File: config.mk
export PLATFORM = sky130hd
export DESIGN_NAME = token_bucket_packet_shaper_flat
export DESIGN_NICKNAME = d
export VERILOG_FILES = /design/src/sv/tbps_pkg.sv /design/src/sv/tbps_if.sv /design/src/sv/tbps_front.sv /design/src/sv/tbps_back.sv /design/src/sv/token_bucket_packet_shaper.sv /design/src/flat_wrapper.sv
export SDC_FILE = /design/constraint.sdc
export NUM_CORES = 1
export LEC_CHECK = 0
export BUFFER_PORTS_ARGS = -buffer_cell sky130_fd_sc_hd__buf_4
export CORE_ASPECT_RATIO = 1.2
export CORE_MARGIN = 2
export CORE_UTILIZATION = 50
export CTS_BUF_LIST = sky130_fd_sc_hd__clkbuf_16
export DETAILED_ROUTE_END_ITERATION = 10
export PLACE_DENSITY_LB_ADDON = 0.2
export REMOVE_ABC_BUFFERS = 1
export SYNTH_ARGS = -nofsm -noshare
export SYNTH_HDL_FRONTEND = slang
export SYNTH_SLANG_ARGS = --single-unit
File: constraint.sdc
create_clock -name clock -period 11 [get_ports clock]
set_input_delay 2.75 -clock clock [delete_from_list [all_inputs] [get_ports clock]]
set_output_delay 2.75 -clock clock [all_outputs]
set_load 0.005 [all_outputs]
File: src/sv/tbps_pkg.sv
package tbps_pkg;

   // Field widths fixed by the interface
   localparam int ID_W     = 16;
   localparam int DEMAND_W = 10;
   localparam int LEVEL_W  = 10;
   localparam int DEPTH_W  = 10;
   localparam int COUNT_W  = 32;
   localparam int KIND_W   = 3;

   // Defaults for the top-level parameters
   localparam int QUEUE_DEPTH_DEF = 16;
   localparam int TOKEN_BITS_DEF  = 10;

   // Bucket depth after reset
   localparam logic [DEPTH_W-1:0] DEPTH_RESET = DEPTH_W'(10);

   // Result codes
   typedef enum logic [KIND_W-1:0] {
      EV_TOKEN_ADDED   = 3'd0,
      EV_TOKEN_DROPPED = 3'd1,
      EV_RELEASED      = 3'd2,
      EV_QUEUED        = 3'd3,
      EV_REJECTED      = 3'd4
   } event_kind_type;

   // Command classes handed from front to back
   typedef enum logic {
      CMD_TICK    = 1'b0,
      CMD_ARRIVAL = 1'b1
   } cmd_kind_type;

   typedef struct packed {
      cmd_kind_type        kind;
      logic [ID_W-1:0]     packet_id;
      logic [DEMAND_W-1:0] packet_tokens;
   } cmd_type;

endpackage

File: src/sv/tbps_if.sv
// Input channel: one word is a tick or a packet arrival
interface tbps_req_if;
   logic                          valid;
   logic                          ready;
   logic                          func;
   logic [tbps_pkg::ID_W-1:0]     packet_id;
   logic [tbps_pkg::DEMAND_W-1:0] packet_tokens;

   modport source (output valid, func, packet_id, packet_tokens, input ready);
   modport sink   (input valid, func, packet_id, packet_tokens, output ready);
endinterface

// Result channel: one word per shaper event
interface tbps_rsp_if;
   logic                         valid;
   logic                         ready;
   logic [tbps_pkg::KIND_W-1:0]  event_kind;
   logic [tbps_pkg::ID_W-1:0]    out_packet_id;
   logic [tbps_pkg::LEVEL_W-1:0] bucket_level;
   logic [tbps_pkg::COUNT_W-1:0] token_number;
   logic [tbps_pkg::COUNT_W-1:0] dropped_total;
   logic                         last;

   modport source (output valid, event_kind, out_packet_id, bucket_level, token_number,
                   dropped_total, last, input ready);
   modport sink   (input valid, event_kind, out_packet_id, bucket_level, token_number,
                   dropped_total, last, output ready);
endinterface

File: src/sv/tbps_front.sv
module tbps_front (
   input  logic              clock,
   input  logic              reset,
   tbps_req_if.sink          req_chan,
   output logic              cmd_valid,
   output tbps_pkg::cmd_type cmd,
   input  logic              cmd_pop
);

   tbps_pkg::cmd_type slot_ff [2];
   logic              wr_ptr_ff, wr_ptr_in;
   logic              rd_ptr_ff, rd_ptr_in;
   logic [1:0]        count_ff, count_in;
   logic              push;
   tbps_pkg::cmd_type classified;

   // Classify the incoming word
   always_comb begin
      classified.kind          = req_chan.func ? tbps_pkg::CMD_ARRIVAL : tbps_pkg::CMD_TICK;
      classified.packet_id     = req_chan.packet_id;
      classified.packet_tokens = req_chan.packet_tokens;
   end

   assign req_chan.ready = (count_ff != 2'd2);
   assign push           = req_chan.valid && req_chan.ready;
   assign cmd_valid      = (count_ff != 2'd0);
   assign cmd            = slot_ff[rd_ptr_ff];

   // Advance queue pointers
   always_comb begin
      wr_ptr_in = push ? ~wr_ptr_ff : wr_ptr_ff;
      rd_ptr_in = cmd_pop ? ~rd_ptr_ff : rd_ptr_ff;
      count_in  = count_ff + {1'b0, push} - {1'b0, cmd_pop};
   end

   always_ff @(posedge clock) begin
      if (reset) begin
         wr_ptr_ff <= 1'b0;
         rd_ptr_ff <= 1'b0;
         count_ff  <= 2'd0;
      end else begin
         wr_ptr_ff <= wr_ptr_in;
         rd_ptr_ff <= rd_ptr_in;
         count_ff  <= count_in;
      end
   end

   // Hold classified words
   always_ff @(posedge clock) begin
      if (push) begin
         slot_ff[wr_ptr_ff] <= classified;
      end
   end

endmodule

File: src/sv/tbps_back.sv
module tbps_back #(
   parameter int QUEUE_DEPTH = tbps_pkg::QUEUE_DEPTH_DEF,
   parameter int TOKEN_BITS  = tbps_pkg::TOKEN_BITS_DEF
) (
   input  logic                           clock,
   input  logic                           reset,
   input  logic                           csr_write_enable,
   input  logic [tbps_pkg::DEPTH_W-1:0]   csr_write_data,
   input  logic                           cmd_valid,
   input  tbps_pkg::cmd_type              cmd,
   output logic                           cmd_pop,
   tbps_rsp_if.source                     rsp_chan
);

   localparam int PTR_W = (QUEUE_DEPTH > 1) ? $clog2(QUEUE_DEPTH) : 1;
   localparam int OCC_W = $clog2(QUEUE_DEPTH + 1);
   localparam int CMP_W = (TOKEN_BITS > tbps_pkg::DEMAND_W) ? TOKEN_BITS
                                                             : tbps_pkg::DEMAND_W;
   localparam int ID_W  = tbps_pkg::ID_W;
   localparam int DEM_W = tbps_pkg::DEMAND_W;
   localparam int CNT_W = tbps_pkg::COUNT_W;

   typedef enum logic {
      ST_IDLE,
      ST_EVAL
   } state_type;

   state_type                      state_ff, state_in;
   logic [TOKEN_BITS-1:0]          level_ff, level_in;
   logic [PTR_W-1:0]               head_ff, head_in;
   logic [PTR_W-1:0]               tail_ff, tail_in;
   logic [OCC_W-1:0]               occ_ff, occ_in;
   logic [CNT_W-1:0]               tick_ff, tick_in;
   logic [CNT_W-1:0]               drop_ff, drop_in;
   logic [tbps_pkg::DEPTH_W-1:0]   depth_ff, depth_in;
   tbps_pkg::event_kind_type       pend_kind_ff, pend_kind_in;
   logic [ID_W-1:0]                pend_id_ff, pend_id_in;
   logic                           rsp_valid_ff, rsp_valid_in;
   tbps_pkg::event_kind_type       out_kind_ff, out_kind_in;
   logic [ID_W-1:0]                out_id_ff, out_id_in;
   logic [tbps_pkg::LEVEL_W-1:0]   out_level_ff, out_level_in;
   logic [CNT_W-1:0]               out_tick_ff, out_tick_in;
   logic [CNT_W-1:0]               out_drop_ff, out_drop_in;
   logic                           out_last_ff, out_last_in;

   // Packet queue storage and its registered read port
   logic [ID_W-1:0]                ids_mem [QUEUE_DEPTH];
   logic [DEM_W-1:0]               dem_mem [QUEUE_DEPTH];
   logic [ID_W-1:0]                rd_id_ff;
   logic [DEM_W-1:0]               rd_dem_ff;
   logic [PTR_W-1:0]               rd_addr;

   logic                           out_free;
   logic                           load;
   logic                           mem_write;
   logic                           queue_full;
   logic                           head_fits;
   logic [CMP_W-1:0]               level_ext;
   logic [CMP_W-1:0]               dem_ext;
   logic [CMP_W-1:0]               depth_ext;

   function automatic logic [PTR_W-1:0] next_slot(input logic [PTR_W-1:0] p);
      next_slot = (p == PTR_W'(QUEUE_DEPTH - 1)) ? '0 : p + 1'b1;
   endfunction

   assign out_free   = !rsp_valid_ff || rsp_chan.ready;
   assign level_ext  = CMP_W'(level_ff);
   assign dem_ext    = CMP_W'(rd_dem_ff);
   assign depth_ext  = CMP_W'(depth_ff);
   assign queue_full = (occ_ff == OCC_W'(QUEUE_DEPTH));
   assign head_fits  = (occ_ff != '0) && (dem_ext <= level_ext);
   assign cmd_pop    = (state_ff == ST_IDLE) && cmd_valid && out_free;
   assign mem_write  = cmd_pop && (cmd.kind == tbps_pkg::CMD_ARRIVAL) && !queue_full;

   // Read ahead at the next head while a release leaves
   assign rd_addr = ((state_ff == ST_EVAL) && out_free && head_fits) ? next_slot(head_ff)
                                                                      : head_ff;

   // Sequence ticks, arrivals and the release drain
   always_comb begin
      state_in     = state_ff;
      level_in     = level_ff;
      head_in      = head_ff;
      tail_in      = tail_ff;
      occ_in       = occ_ff;
      tick_in      = tick_ff;
      drop_in      = drop_ff;
      depth_in     = csr_write_enable ? csr_write_data : depth_ff;
      pend_kind_in = pend_kind_ff;
      pend_id_in   = pend_id_ff;
      load         = 1'b0;
      out_kind_in  = out_kind_ff;
      out_id_in    = out_id_ff;
      out_level_in = out_level_ff;
      out_tick_in  = out_tick_ff;
      out_drop_in  = out_drop_ff;
      out_last_in  = out_last_ff;

      case (state_ff)
         ST_IDLE: begin
            if (cmd_pop) begin
               if (cmd.kind == tbps_pkg::CMD_TICK) begin
                  tick_in    = tick_ff + 1'b1;
                  pend_id_in = '0;
                  if (level_ext < depth_ext) begin
                     level_in     = level_ff + 1'b1;
                     pend_kind_in = tbps_pkg::EV_TOKEN_ADDED;
                  end else begin
                     drop_in      = drop_ff + 1'b1;
                     pend_kind_in = tbps_pkg::EV_TOKEN_DROPPED;
                  end
                  state_in = ST_EVAL;
               end else begin
                  load         = 1'b1;
                  out_id_in    = cmd.packet_id;
                  out_level_in = tbps_pkg::LEVEL_W'(level_ext);
                  out_tick_in  = tick_ff;
                  out_drop_in  = drop_ff;
                  out_last_in  = 1'b1;
                  if (queue_full) begin
                     out_kind_in = tbps_pkg::EV_REJECTED;
                  end else begin
                     out_kind_in = tbps_pkg::EV_QUEUED;
                     tail_in     = next_slot(tail_ff);
                     occ_in      = occ_ff + 1'b1;
                  end
               end
            end
         end
         ST_EVAL: begin
            // Emit the pending word once it is known whether the head follows
            if (out_free) begin
               load         = 1'b1;
               out_kind_in  = pend_kind_ff;
               out_id_in    = pend_id_ff;
               out_level_in = tbps_pkg::LEVEL_W'(level_ext);
               out_tick_in  = tick_ff;
               out_drop_in  = drop_ff;
               out_last_in  = !head_fits;
               if (head_fits) begin
                  level_in     = TOKEN_BITS'(level_ext - dem_ext);
                  pend_kind_in = tbps_pkg::EV_RELEASED;
                  pend_id_in   = rd_id_ff;
                  head_in      = next_slot(head_ff);
                  occ_in       = occ_ff - 1'b1;
               end else begin
                  state_in = ST_IDLE;
               end
            end
         end
         default: begin
            state_in = ST_IDLE;
         end
      endcase

      if (load) begin
         rsp_valid_in = 1'b1;
      end else if (rsp_chan.ready) begin
         rsp_valid_in = 1'b0;
      end else begin
         rsp_valid_in = rsp_valid_ff;
      end
   end

   // Hold control state and the output word valid
   always_ff @(posedge clock) begin
      if (reset) begin
         state_ff     <= ST_IDLE;
         level_ff     <= '0;
         head_ff      <= '0;
         tail_ff      <= '0;
         occ_ff       <= '0;
         tick_ff      <= '0;
         drop_ff      <= '0;
         depth_ff     <= tbps_pkg::DEPTH_RESET;
         rsp_valid_ff <= 1'b0;
      end else begin
         state_ff     <= state_in;
         level_ff     <= level_in;
         head_ff      <= head_in;
         tail_ff      <= tail_in;
         occ_ff       <= occ_in;
         tick_ff      <= tick_in;
         drop_ff      <= drop_in;
         depth_ff     <= depth_in;
         rsp_valid_ff <= rsp_valid_in;
      end
   end

   // Payload registers
   always_ff @(posedge clock) begin
      pend_kind_ff <= pend_kind_in;
      pend_id_ff   <= pend_id_in;
      out_kind_ff  <= out_kind_in;
      out_id_ff    <= out_id_in;
      out_level_ff <= out_level_in;
      out_tick_ff  <= out_tick_in;
      out_drop_ff  <= out_drop_in;
      out_last_ff  <= out_last_in;
   end

   // Write at the tail, read at the head
   always_ff @(posedge clock) begin
      if (mem_write) begin
         ids_mem[tail_ff] <= cmd.packet_id;
         dem_mem[tail_ff] <= cmd.packet_tokens;
      end
      rd_id_ff  <= ids_mem[rd_addr];
      rd_dem_ff <= dem_mem[rd_addr];
   end

   assign rsp_chan.valid         = rsp_valid_ff;
   assign rsp_chan.event_kind    = out_kind_ff;
   assign rsp_chan.out_packet_id = out_id_ff;
   assign rsp_chan.bucket_level  = out_level_ff;
   assign rsp_chan.token_number  = out_tick_ff;
   assign rsp_chan.dropped_total = out_drop_ff;
   assign rsp_chan.last          = out_last_ff;

endmodule

File: src/sv/token_bucket_packet_shaper.sv
// Token bucket shaper with a packet queue behind it.
// req_chan takes words with func 0 (token tick) or func 1 (packet arrival
// with packet_id and packet_tokens). rsp_chan gives one word per event:
// token added or dropped, packet released, queued or rejected when the queue
// is full; last marks the final word of each request.
// csr_write_enable / csr_write_data set the bucket depth (10 after reset);
// write it only while no request is in flight.
// A two-word command queue takes requests while the executing side works or
// the receiver stalls; requests are refused only when it is full.
// An arrival's word is loaded into the output register when it is taken; a tick
// goes through the pending register and the evaluate state, which then loads
// each released packet in turn, paced by the single read port of the packet
// store and the one output register; no new command is taken until it ends.
// Reset empties the bucket, the packet queue and the counters.
// A stalled receiver holds the output word and halts the execution side.
module token_bucket_packet_shaper #(
   parameter int QUEUE_DEPTH = tbps_pkg::QUEUE_DEPTH_DEF,
   parameter int TOKEN_BITS  = tbps_pkg::TOKEN_BITS_DEF
) (
   input  logic                         clock,
   input  logic                         reset,
   tbps_req_if.sink                     req_chan,
   tbps_rsp_if.source                   rsp_chan,
   input  logic                         csr_write_enable,
   input  logic [tbps_pkg::DEPTH_W-1:0] csr_write_data
);

   logic              cmd_valid;
   logic              cmd_pop;
   tbps_pkg::cmd_type cmd;

   tbps_front u_front (
      .clock     (clock),
      .reset     (reset),
      .req_chan  (req_chan),
      .cmd_valid (cmd_valid),
      .cmd       (cmd),
      .cmd_pop   (cmd_pop)
   );

   tbps_back #(
      .QUEUE_DEPTH (QUEUE_DEPTH),
      .TOKEN_BITS  (TOKEN_BITS)
   ) u_back (
      .clock            (clock),
      .reset            (reset),
      .csr_write_enable (csr_write_enable),
      .csr_write_data   (csr_write_data),
      .cmd_valid        (cmd_valid),
      .cmd              (cmd),
      .cmd_pop          (cmd_pop),
      .rsp_chan         (rsp_chan)
   );

`ifndef ASSERT_OFF
   // Take a command only when the front holds one
   a_pop_needs_cmd: assert property (@(posedge clock) disable iff (reset)
      cmd_pop |-> cmd_valid)
      else $error("command taken from an empty front queue");

   // An accepted word is visible to the back on the next cycle
   a_accept_reaches_back: assert property (@(posedge clock) disable iff (reset)
      (req_chan.valid && req_chan.ready) |=> cmd_valid)
      else $error("accepted word missing from the command queue");

   // Arrival outcomes always close their request
   a_arrival_last: assert property (@(posedge clock) disable iff (reset)
      (rsp_chan.valid && (rsp_chan.event_kind == tbps_pkg::EV_QUEUED ||
                          rsp_chan.event_kind == tbps_pkg::EV_REJECTED))
      |-> rsp_chan.last)
      else $error("arrival result without last");

   // Token events carry no packet id
   a_token_no_id: assert property (@(posedge clock) disable iff (reset)
      (rsp_chan.valid && (rsp_chan.event_kind == tbps_pkg::EV_TOKEN_ADDED ||
                          rsp_chan.event_kind == tbps_pkg::EV_TOKEN_DROPPED))
      |-> (rsp_chan.out_packet_id == '0))
      else $error("token event with a packet id");
`endif

endmodule
File: src/flat_wrapper.sv
// flat-port wrapper written by rule: the top's interface ports become plain ports
module token_bucket_packet_shaper_flat 
#(
   parameter int QUEUE_DEPTH = tbps_pkg::QUEUE_DEPTH_DEF,
   parameter int TOKEN_BITS  = tbps_pkg::TOKEN_BITS_DEF
)
  (clock, reset, csr_write_enable, csr_write_data, req_chan_valid, req_chan_func, req_chan_packet_id, req_chan_packet_tokens, req_chan_ready, rsp_chan_valid, rsp_chan_event_kind, rsp_chan_out_packet_id, rsp_chan_bucket_level, rsp_chan_token_number, rsp_chan_dropped_total, rsp_chan_last, rsp_chan_ready);
  tbps_req_if req_chan_i ();
  tbps_rsp_if rsp_chan_i ();
  input  logic clock;
  input  logic reset;
  input  logic csr_write_enable;
  input  logic [tbps_pkg::DEPTH_W-1:0] csr_write_data;
  input wire logic [$bits(req_chan_i.valid)-1:0] req_chan_valid;
  input wire logic [$bits(req_chan_i.func)-1:0] req_chan_func;
  input wire logic [$bits(req_chan_i.packet_id)-1:0] req_chan_packet_id;
  input wire logic [$bits(req_chan_i.packet_tokens)-1:0] req_chan_packet_tokens;
  output wire logic [$bits(req_chan_i.ready)-1:0] req_chan_ready;
  output wire logic [$bits(rsp_chan_i.valid)-1:0] rsp_chan_valid;
  output wire logic [$bits(rsp_chan_i.event_kind)-1:0] rsp_chan_event_kind;
  output wire logic [$bits(rsp_chan_i.out_packet_id)-1:0] rsp_chan_out_packet_id;
  output wire logic [$bits(rsp_chan_i.bucket_level)-1:0] rsp_chan_bucket_level;
  output wire logic [$bits(rsp_chan_i.token_number)-1:0] rsp_chan_token_number;
  output wire logic [$bits(rsp_chan_i.dropped_total)-1:0] rsp_chan_dropped_total;
  output wire logic [$bits(rsp_chan_i.last)-1:0] rsp_chan_last;
  input wire logic [$bits(rsp_chan_i.ready)-1:0] rsp_chan_ready;
  assign req_chan_i.valid = req_chan_valid;
  assign req_chan_i.func = req_chan_func;
  assign req_chan_i.packet_id = req_chan_packet_id;
  assign req_chan_i.packet_tokens = req_chan_packet_tokens;
  assign req_chan_ready = req_chan_i.ready;
  assign rsp_chan_valid = rsp_chan_i.valid;
  assign rsp_chan_event_kind = rsp_chan_i.event_kind;
  assign rsp_chan_out_packet_id = rsp_chan_i.out_packet_id;
  assign rsp_chan_bucket_level = rsp_chan_i.bucket_level;
  assign rsp_chan_token_number = rsp_chan_i.token_number;
  assign rsp_chan_dropped_total = rsp_chan_i.dropped_total;
  assign rsp_chan_last = rsp_chan_i.last;
  assign rsp_chan_i.ready = rsp_chan_ready;
  token_bucket_packet_shaper #(.QUEUE_DEPTH(QUEUE_DEPTH), .TOKEN_BITS(TOKEN_BITS)) u_core (.clock(clock), .reset(reset), .req_chan(req_chan_i), .rsp_chan(rsp_chan_i), .csr_write_enable(csr_write_enable), .csr_write_data(csr_write_data));
endmodule
==> run_results.csv, run 1 <==
group,metric,value,unit
global_route,antenna_found_initial,0,
finish,multi_input_area,7580,µm²
power_and_ir_drop,portion_of_total_power_attributed_to_sequential_cells,51.8,%
routing,drt_iter0_markers,1445,
clock_tree,clkTransAtPathRegs,0.06,ns
power_and_ir_drop,power-per-cell-area,210,nW/µm²
placed_design,globalplace.congestion,0.804,
clock_tree,cts_tree,"done",
sta,slew_headroom,18.9,%
sta,postLayoutSetupSlackWorst,4.50,ns
global_route,grt_first_pass_wirelength,98900,µm
finish,net_count_final,2217,
status,status,"finished, final reports clean",
sta,fmax,154,MHz
routing,routedWlPerCell,22.1,µm
logic_synthesis,yosys.area_share.xor_xnor,2.14,%
die,die_h,265,µm
worst_setup_path,setup.worst_path.end_class,"register",
finish,fill_cells,4392,
power_and_ir_drop,internal-power,0.00506,W
sta,timing.final.max_slew_violations,0,
logic_synthesis,synth_top_family_by_area,"simple AND/OR/NAND/NOR gates",
sta,setup_violations,0,
logic_synthesis,synthSimpleGateAreaFrac,11.7,%
worst_setup_path,r2r_cells,14,
routing,detail_route.vias_per_cell,5.88,
logic_synthesis,synth_seq_area_share,70.9,%
die,pin_count,138,
clock_tree,insertion_delay,0.61,ns
power_and_ir_drop,power.switching_fraction,25.0,%
power_and_ir_drop,p_clk_share,34.0,%
power_and_ir_drop,pwr-share-comb,14.2,%
routing,drt_first_pass_iters,5,
logic_synthesis,post-synth-top-area-cell,"sky130_fd_sc_hd__edfxtp_1",
logic_synthesis,share_of_synthesized_registers_carrying_an_async_set_or_reset,0,%
clock_tree,cts_setup_buffers,0,
clock_tree,total_of_hold_buffers_inserted_after_clock_tree_synthesis,0,
sta,fin_clk_skew,0.0250,ns
logic_synthesis,syn_area_per_cell,14.0,µm²
global_route,grt_overflow,0,
finish,fraction_of_final_layout_cells_sized_beyond_drive_strength_1,16.1,%
clock_tree,cts-resized-gates,0,
logic_synthesis,multiplexer_area_fraction_after_synthesis,2.21,%
min_path,holdCritPathClass,"register to register",
clock_tree,tritoncts_num_sinks,712,
die,initial_utilization,50.6,%
die,die-area,58500,µm²
placed_design,port_buffers,137,
finish,num_antenna_cells,0,
sta,timing_hold_violations_final,0,
worst_setup_path,start_kind,"input pin",
clock_tree,cts-htree-levels,3,
worst_setup_path,path_class,"input pin to register",
logic_synthesis,number_of_synthesized_flops_with_an_enable_pin,582,
logic_synthesis,postSynthRegisterBits,712,
finish,area.sequential,20100,µm²
sta,rsz0062_at_grt,"false",
finish,final_core_utilization,57.5,%
power_and_ir_drop,ir_drop,0.135,mV
routing,detailroute.via_count,17200,
routing,ant_nets,0,
logic_synthesis,library_cells_used_by_synthesis,67,
worst_setup_path,critPathArrivalTime,6.97,ns
die,std_cell_rows,95,
logic_synthesis,netlist.area_leader.share,61.8,%
worst_setup_path,cp_data_required_time,11.48,ns
clock_tree,numCtsBuffers,71,
global_route,first_global_vias,17000,
sta,final_period_minus_worst_setup_slack,6.50,ns
die,core_area,56000,µm²
die,die-width,221,µm
power_and_ir_drop,leakage,11.2,nW
routing,drc_errors,0,
global_route,grt_max_degree,210,
worst_setup_path,critPathMaxFanout,132,
sta,final_min_period_over_clock_period,59.1,%
logic_synthesis,synthesis.yosys.warnings,0,
sta,worst_hold_slack,0.455,ns
clock_tree,max-clock-path-buffers,3,
logic_synthesis,synth_top_cells_by_area,"sky130_fd_sc_hd__edfxtp_1 62%, sky130_fd_sc_hd__dfxtp_1 9.2%, sky130_fd_sc_hd__nand2_1 3.5%",
logic_synthesis,synth-compound-area-share,8.80,%
power_and_ir_drop,p_switching,0.00169,W
global_route,grt.total_usage,21.8,%
finish,syn2layout_area_growth,13.8,%
logic_synthesis,synth.cell_area,28300,µm²
placed_design,post-dp-hpwl,36000,µm
run,drv.max_cap_violation_count,0,
logic_synthesis,synthCells,2023,
placed_design,place_ws,3.94,ns
logic_synthesis,synth_adder_area_share,1.56,%
clock_tree,cts_root_buf,"sky130_fd_sc_hd__clkbuf_16",
logic_synthesis,synth_ff_type,"sky130_fd_sc_hd__edfxtp_1",
logic_synthesis,synth_top_cells_by_count,"582 x sky130_fd_sc_hd__edfxtp_1, 267 x sky130_fd_sc_hd__nand2_1, 130 x sky130_fd_sc_hd__dfxtp_1, 113 x sky130_fd_sc_hd__and3_1, 111 x sky130_fd_sc_hd__nor2_1",
routing,postRouteWirelength,64600,µm
sta,transition_time_at_the_pin_with_the_least_slew_margin,1.22,ns
logic_synthesis,synthMostInstantiatedCell,"sky130_fd_sc_hd__edfxtp_1",
min_path,worstHoldPathCells,0,
state kept, by name (all words and copies together), names as in the netlist, 2 cells and up, named ones only:
register                              flops
u_core.u_front.slot_ff                   54
u_core.u_back.occ_ff                      5
u_core.u_back.rsp_chan.event_kind         3
u_core.u_back.dem_ext                    10
u_core.u_back.rd_id_ff                   16
u_core.u_back.drop_ff                    32
u_core.u_back.rsp_chan.dropped_total     32
u_core.u_back.level_ext                  10
u_core.u_back.rsp_chan.token_number      32
u_core.u_back.rsp_chan.bucket_level      10
u_core.u_back.depth_ext                  10
u_core.u_back.tail_ff                     4
u_core.u_front.count_ff                   2
u_core.u_back.head_ff                     4
u_core.u_back.pend_kind_ff                2
u_core.u_back.ids_mem                   256
u_core.u_back.pend_id_ff                 16
u_core.u_back.rsp_chan.out_packet_id     16
u_core.u_back.tick_ff                    32
u_core.u_back.dem_mem                   160
layout make-up:
| type | instances | share of cell area (%) |
|---|---|---|
| Sequential cell | 712 | 62.3 |
| Multi-Input combinational cell | 1148 | 23.5 |
| Clock buffer | 74 | 5.75 |
| Timing Repair Buffer | 171 | 4.02 |
| Tap cell | 727 | 2.82 |
| Clock inverter | 53 | 1.09 |
| Inverter | 37 | 0.431 |
worst max-delay path: stages:
cell                       delay, ns
sky130_fd_sc_hd__buf_4          0.12
sky130_fd_sc_hd__nand2b_1       0.20
sky130_fd_sc_hd__o2111a_1       0.18
sky130_fd_sc_hd__o311a_1        0.18
sky130_fd_sc_hd__o21ai_4        0.13
sky130_fd_sc_hd__buf_4          0.52
sky130_fd_sc_hd__buf_4          0.62
sky130_fd_sc_hd__nand2_8        0.59
sky130_fd_sc_hd__buf_4          0.60
sky130_fd_sc_hd__a211oi_1       0.37
sky130_fd_sc_hd__a311oi_1       0.09
sky130_fd_sc_hd__or4_1          0.54
cell usage in the layout (no fill, tap or decap), drive strengths merged, types with 3 or more instances in the layout:
cell | Yosys | routed
ha | 32 | 32
and2 | 18 | 18
a21oi | 36 | 36
nand3 | 27 | 27
a31oi | 7 | 7
mux2i | 12 | 12
or4 | 29 | 29
nor2 | 112 | 112
or3 | 9 | 9
and3 | 113 | 113
o21ai | 26 | 26
nand2b | 8 | 8
edfxtp | 582 | 582
nand2 | 269 | 269
buf | 60 | 171
clkinv | 0 | 23
nor4b | 9 | 9
o32ai | 3 | 3
a21o | 7 | 7
and4 | 11 | 11
a211oi | 106 | 106
mux2 | 45 | 45
nor4 | 20 | 20
xnor2 | 43 | 43
o21a | 4 | 4
nor2b | 7 | 7
a311oi | 104 | 104
o211ai | 3 | 3
inv | 37 | 62
bufinv | 0 | 4
clkbuf | 66 | 74
xor2 | 26 | 26
dfxtp | 130 | 130
nor3 | 22 | 22
nand4 | 15 | 15
a32oi | 3 | 3
logic make-up (layout without fill, tap and decap cells):
group / Yosys count / in the layout
AO/OA/AOI/OAI: 316 / 316
XOR/XNOR: 69 / 69
adder cells (fa/ha/maj): 34 / 34
buffers and inverters: 163 / 335
flip-flops: 712 / 712
multiplexers: 57 / 57
AND/OR/NAND/NOR: 672 / 672
path summary, 6_finish.rpt:
path	startpoint	endpoint	slack, ns
max reg2reg	u_core.u_back.level_ext[0]$_SDFFE_PP0P_	u_core.u_back.rd_id_ff[4]$_DFF_P_	5.71
min reg2reg	u_core.u_back.drop_ff[31]$_SDFFE_PP0P_	u_core.u_back.rsp_chan.dropped_total[31]$_DFFE_PP_	0.45
max	rsp_chan_ready	u_core.u_back.rd_id_ff[4]$_DFF_P_	4.50
min	u_core.u_back.drop_ff[31]$_SDFFE_PP0P_	u_core.u_back.rsp_chan.dropped_total[31]$_DFFE_PP_	0.45
per-stage QoR:
step                      instance area, µm²  power (W)  TNS [ns]  instances
after floorplan                        27700    0.00408    -49.43       1897
after global placement                 30000    0.00450         0       2795
after detailed placement               30000    0.00453         0       2795
after CTS                              32200    0.00682         0       2922
after global routing                   32200    0.00702         0       2922
final                                  32200    0.00675         0       2922
layer usage:
metal  track usage [%]  share of wire [%]  up-vias
li1                  -                  -     7936
met1              28.5                 42     8579
met2              36.9                 49      567
met3              3.44                6.1      111
met4              7.91                2.5        0
met5                 0                  0        -
power by group through the flow:
stage          registers (W)  logic [W]  clock network [W]
5_1_grt              0.00352    0.00105            0.00244
4_1_cts              0.00350   0.000980            0.00234
3_3_place_gp         0.00355   0.000948                  0
6_report             0.00350   0.000959            0.00229
3_5_place_dp         0.00356   0.000976                  0
2_1_floorplan        0.00360   0.000478                  0
No activity file was read; power rests on OpenSTA's default activity.
==> run 2: changes to the inputs <==
==> constraint.sdc (replaced) <==
create_clock -name clock -period 6.3 [get_ports clock]
set_input_delay 1.575 -clock clock [delete_from_list [all_inputs] [get_ports clock]]
set_output_delay 1.575 -clock clock [all_outputs]
set_load 0.005 [all_outputs]
==> run 2 against run 1 <==
  * Critical endpoint is now u_core.u_back.dem_ext[4]$_DFF_P_
  * Final cell count rose by 0.38%
  * Die area unchanged
  * Critical path depth fell by 1
  * Largest power group unchanged
  * Via count grew 0.32%
  * Highest routed layer unchanged
  * Critical path type is now register to register
==> run_results.csv, run 2 (same netlist as run 1, synthesis figures left out) <==
group,metric,value,unit
routing,postRouteWirelength,65200,µm
clock_tree,insertion_delay,0.61,ns
die,die_h,265,µm
die,pin_count,138,
sta,setup_violations,0,
global_route,first_global_vias,17200,
clock_tree,tritoncts_num_sinks,712,
routing,drt_iter0_markers,1581,
finish,final_core_utilization,57.9,%
clock_tree,cts-htree-levels,3,
finish,registers.top_by_ff_count,"u_core.u_back.ids_mem",
sta,final_min_period_over_clock_period,70.4,%
routing,detail_route.vias_per_cell,5.88,
worst_setup_path,regToRegStartpoint,"u_core.u_back.level_ext[0]$_SDFFE_PP0P_",
sta,final_period_minus_worst_setup_slack,4.44,ns
worst_setup_path,critPathArrivalTime,4.92,ns
worst_setup_path,cp_data_required_time,6.78,ns
worst_setup_path,crit_path_top_delay_cell,"sky130_fd_sc_hd__buf_12",
status,status,"finished, final reports clean",
power_and_ir_drop,total_power,0.0119,W
die,core_area,56000,µm²
worst_setup_path,crit_path_cell_trace,"inv_1, ha_1, fa_1, nand2b_1, a21oi_1, o311ai_2, nand2_2, mux2i_4, buf_12, a311oi_1, or4_1",
sta,fin_clk_skew,0.0149,ns
worst_setup_path,worstPathBufferInverterCount,2,
clock_tree,numCtsBuffers,71,
worst_setup_path,worst_case_register_to_register_setup_slack,1.86,ns
min_path,worstHoldEndpoint,"u_core.u_back.rsp_chan.token_number[31]$_DFFE_PP_",
sta,slew_headroom,29.0,%
global_route,grt_first_pass_wirelength,99500,µm
global_route,grt_max_degree,210,
routing,detailroute.via_count,17200,
global_route,grt_overflow,0,
sta,fmax,225,MHz
worst_setup_path,timing.rr.end,"u_core.u_back.dem_ext[4]$_DFF_P_",
clock_tree,max-clock-path-buffers,3,
global_route,antenna_found_initial,0,
worst_setup_path,worst_path_largest_cell_delay,0.65,ns
placed_design,globalplace.congestion,0.799,
finish,net_count_final,2225,
power_and_ir_drop,power-per-cell-area,366,nW/µm²
clock_tree,total_of_hold_buffers_inserted_after_clock_tree_synthesis,0,
clock_tree,cts_setup_buffers,0,
sta,rsz0062_at_grt,"false",
min_path,hp-start,"u_core.u_back.tick_ff[31]$_SDFFE_PP0P_",
sta,worst_hold_slack,0.451,ns
finish,num_antenna_cells,0,
clock_tree,cts_tree,"done",
finish,fraction_of_final_layout_cells_sized_beyond_drive_strength_1,17.0,%
sta,tns,0,ns
routing,drc_errors,0,
power_and_ir_drop,ir_drop,0.219,mV
worst_setup_path,path_class,"register to register",
finish,mostFrequentLayoutCell,"sky130_fd_sc_hd__edfxtp_1",
worst_setup_path,setup.worst_path.end_class,"register",
routing,ant_nets,0,
run,drv.max_cap_violation_count,0,
routing,routedWlPerCell,22.2,µm
die,die-area,58500,µm²
clock_tree,cts_root_buf,"sky130_fd_sc_hd__clkbuf_16",
sta,transition_time_at_the_pin_with_the_least_slew_margin,1.07,ns
sta,timing_hold_violations_final,0,
placed_design,post-dp-hpwl,36400,µm
clock_tree,clkTransAtPathRegs,0.06,ns
die,die-width,221,µm
clock_tree,cts-resized-gates,0,
finish,reg_top3,"u_core.u_back.ids_mem: 256 flops, u_core.u_back.dem_mem: 160 flops, u_core.u_front.slot_ff: 54 flops",
min_path,worstHoldPathCells,0,
die,initial_utilization,50.6,%
global_route,grt.total_usage,22.1,%
placed_design,port_buffers,137,
min_path,holdCritPathClass,"register to register",
worst_setup_path,start_kind,"register",
worst_setup_path,critPathMaxFanout,209,
routing,drt_first_pass_iters,5,
sta,timing.final.max_slew_violations,0,
finish,largest_register_ffs,256,
finish,fill_cells,4385,
finish,most-common-layout-cells,"582 x sky130_fd_sc_hd__edfxtp_1, 266 x sky130_fd_sc_hd__nand2_1, 170 x sky130_fd_sc_hd__buf_4, 129 x sky130_fd_sc_hd__dfxtp_1, 112 x sky130_fd_sc_hd__and3_1",
die,std_cell_rows,95,
finish,syn2layout_area_growth,14.5,%
power_and_ir_drop,leakage,11.2,nW
worst_setup_path,r2r_cells,11,
worst_setup_path,cpLargestDelayFamily,"simple AND/OR/NAND/NOR gates",
run 2: how the worst max path moves through the flow:
stage / endpoint / cells after the start / slack, ns / start
3_5_place_dp: u_core.u_back.dem_ext[4]$_DFF_P_ / 10 / 1.65 / rsp_chan_ready
2_1_floorplan: u_core.u_back.dem_ext[0]$_DFF_P_ / 7 / -5.39 / rsp_chan_ready
4_1_cts: u_core.u_back.dem_ext[4]$_DFF_P_ / 12 / 1.93 / u_core.u_back.level_ext[0]$_SDFFE_PP0P_
5_1_grt: u_core.u_back.rd_id_ff[4]$_DFF_P_ / 11 / 1.67 / u_core.u_back.level_ext[0]$_SDFFE_PP0P_
6_report: u_core.u_back.dem_ext[4]$_DFF_P_ / 11 / 1.86 / u_core.u_back.level_ext[0]$_SDFFE_PP0P_
3_3_place_gp: u_core.u_back.dem_ext[1]$_DFF_P_ / 10 / 1.78 / rsp_chan_ready
run 2: area by class of cell:
cell class | instances | area (µm²) | area share (%)
repair buffers | 179 | 1460 | 4.49
clock inverters | 55 | 368 | 1.13
well taps | 727 | 910 | 2.81
multi-input cells | 1148 | 7590 | 23.4
clock buffers | 75 | 1880 | 5.79
inverters | 37 | 139 | 0.428
flip-flops and latches | 712 | 20100 | 61.9
run 2: where the power goes:
group / switching [W] / total, W / internal [W]
registers: 0.000179 / 0.00612 / 0.00594
logic: 0.00105 / 0.00168 / 0.000621
clock network: 0.00174 / 0.00406 / 0.00232
total: 0.00298 / 0.0119 / 0.00888
run 2: metal layers:
layer	part of all wire, %	global-route usage [%]	wire [µm]
met1	42	29.2	27700
met2	49	37.2	32200
met3	5.7	3.42	3730
met4	2.5	7.98	1640
met5	0	0	0
run 2: worst register-to-register path, cell delays in order, from the launching register on:
cell and delay [ns]:
sky130_fd_sc_hd__dfxtp_1 0.41, sky130_fd_sc_hd__inv_1 0.08, sky130_fd_sc_hd__ha_1 0.23, sky130_fd_sc_hd__fa_1 0.39, sky130_fd_sc_hd__nand2b_1 0.20, sky130_fd_sc_hd__a21oi_1 0.49, sky130_fd_sc_hd__o311ai_2 0.25, sky130_fd_sc_hd__nand2_2 0.33
sky130_fd_sc_hd__mux2i_4 0.31, sky130_fd_sc_hd__buf_12 0.65, sky130_fd_sc_hd__a311oi_1 0.39, sky130_fd_sc_hd__or4_1 0.58
run 2: metrics by stage:
step	std cells	cell area [µm²]	setup slack, ns
6_report	2933	32400	1.86
5_1_grt	2933	32400	1.67
3_5_place_dp	2803	30200	1.65
2_1_floorplan	1897	27700	-5.39
4_1_cts	2933	32400	1.93
3_3_place_gp	2803	30200	1.78
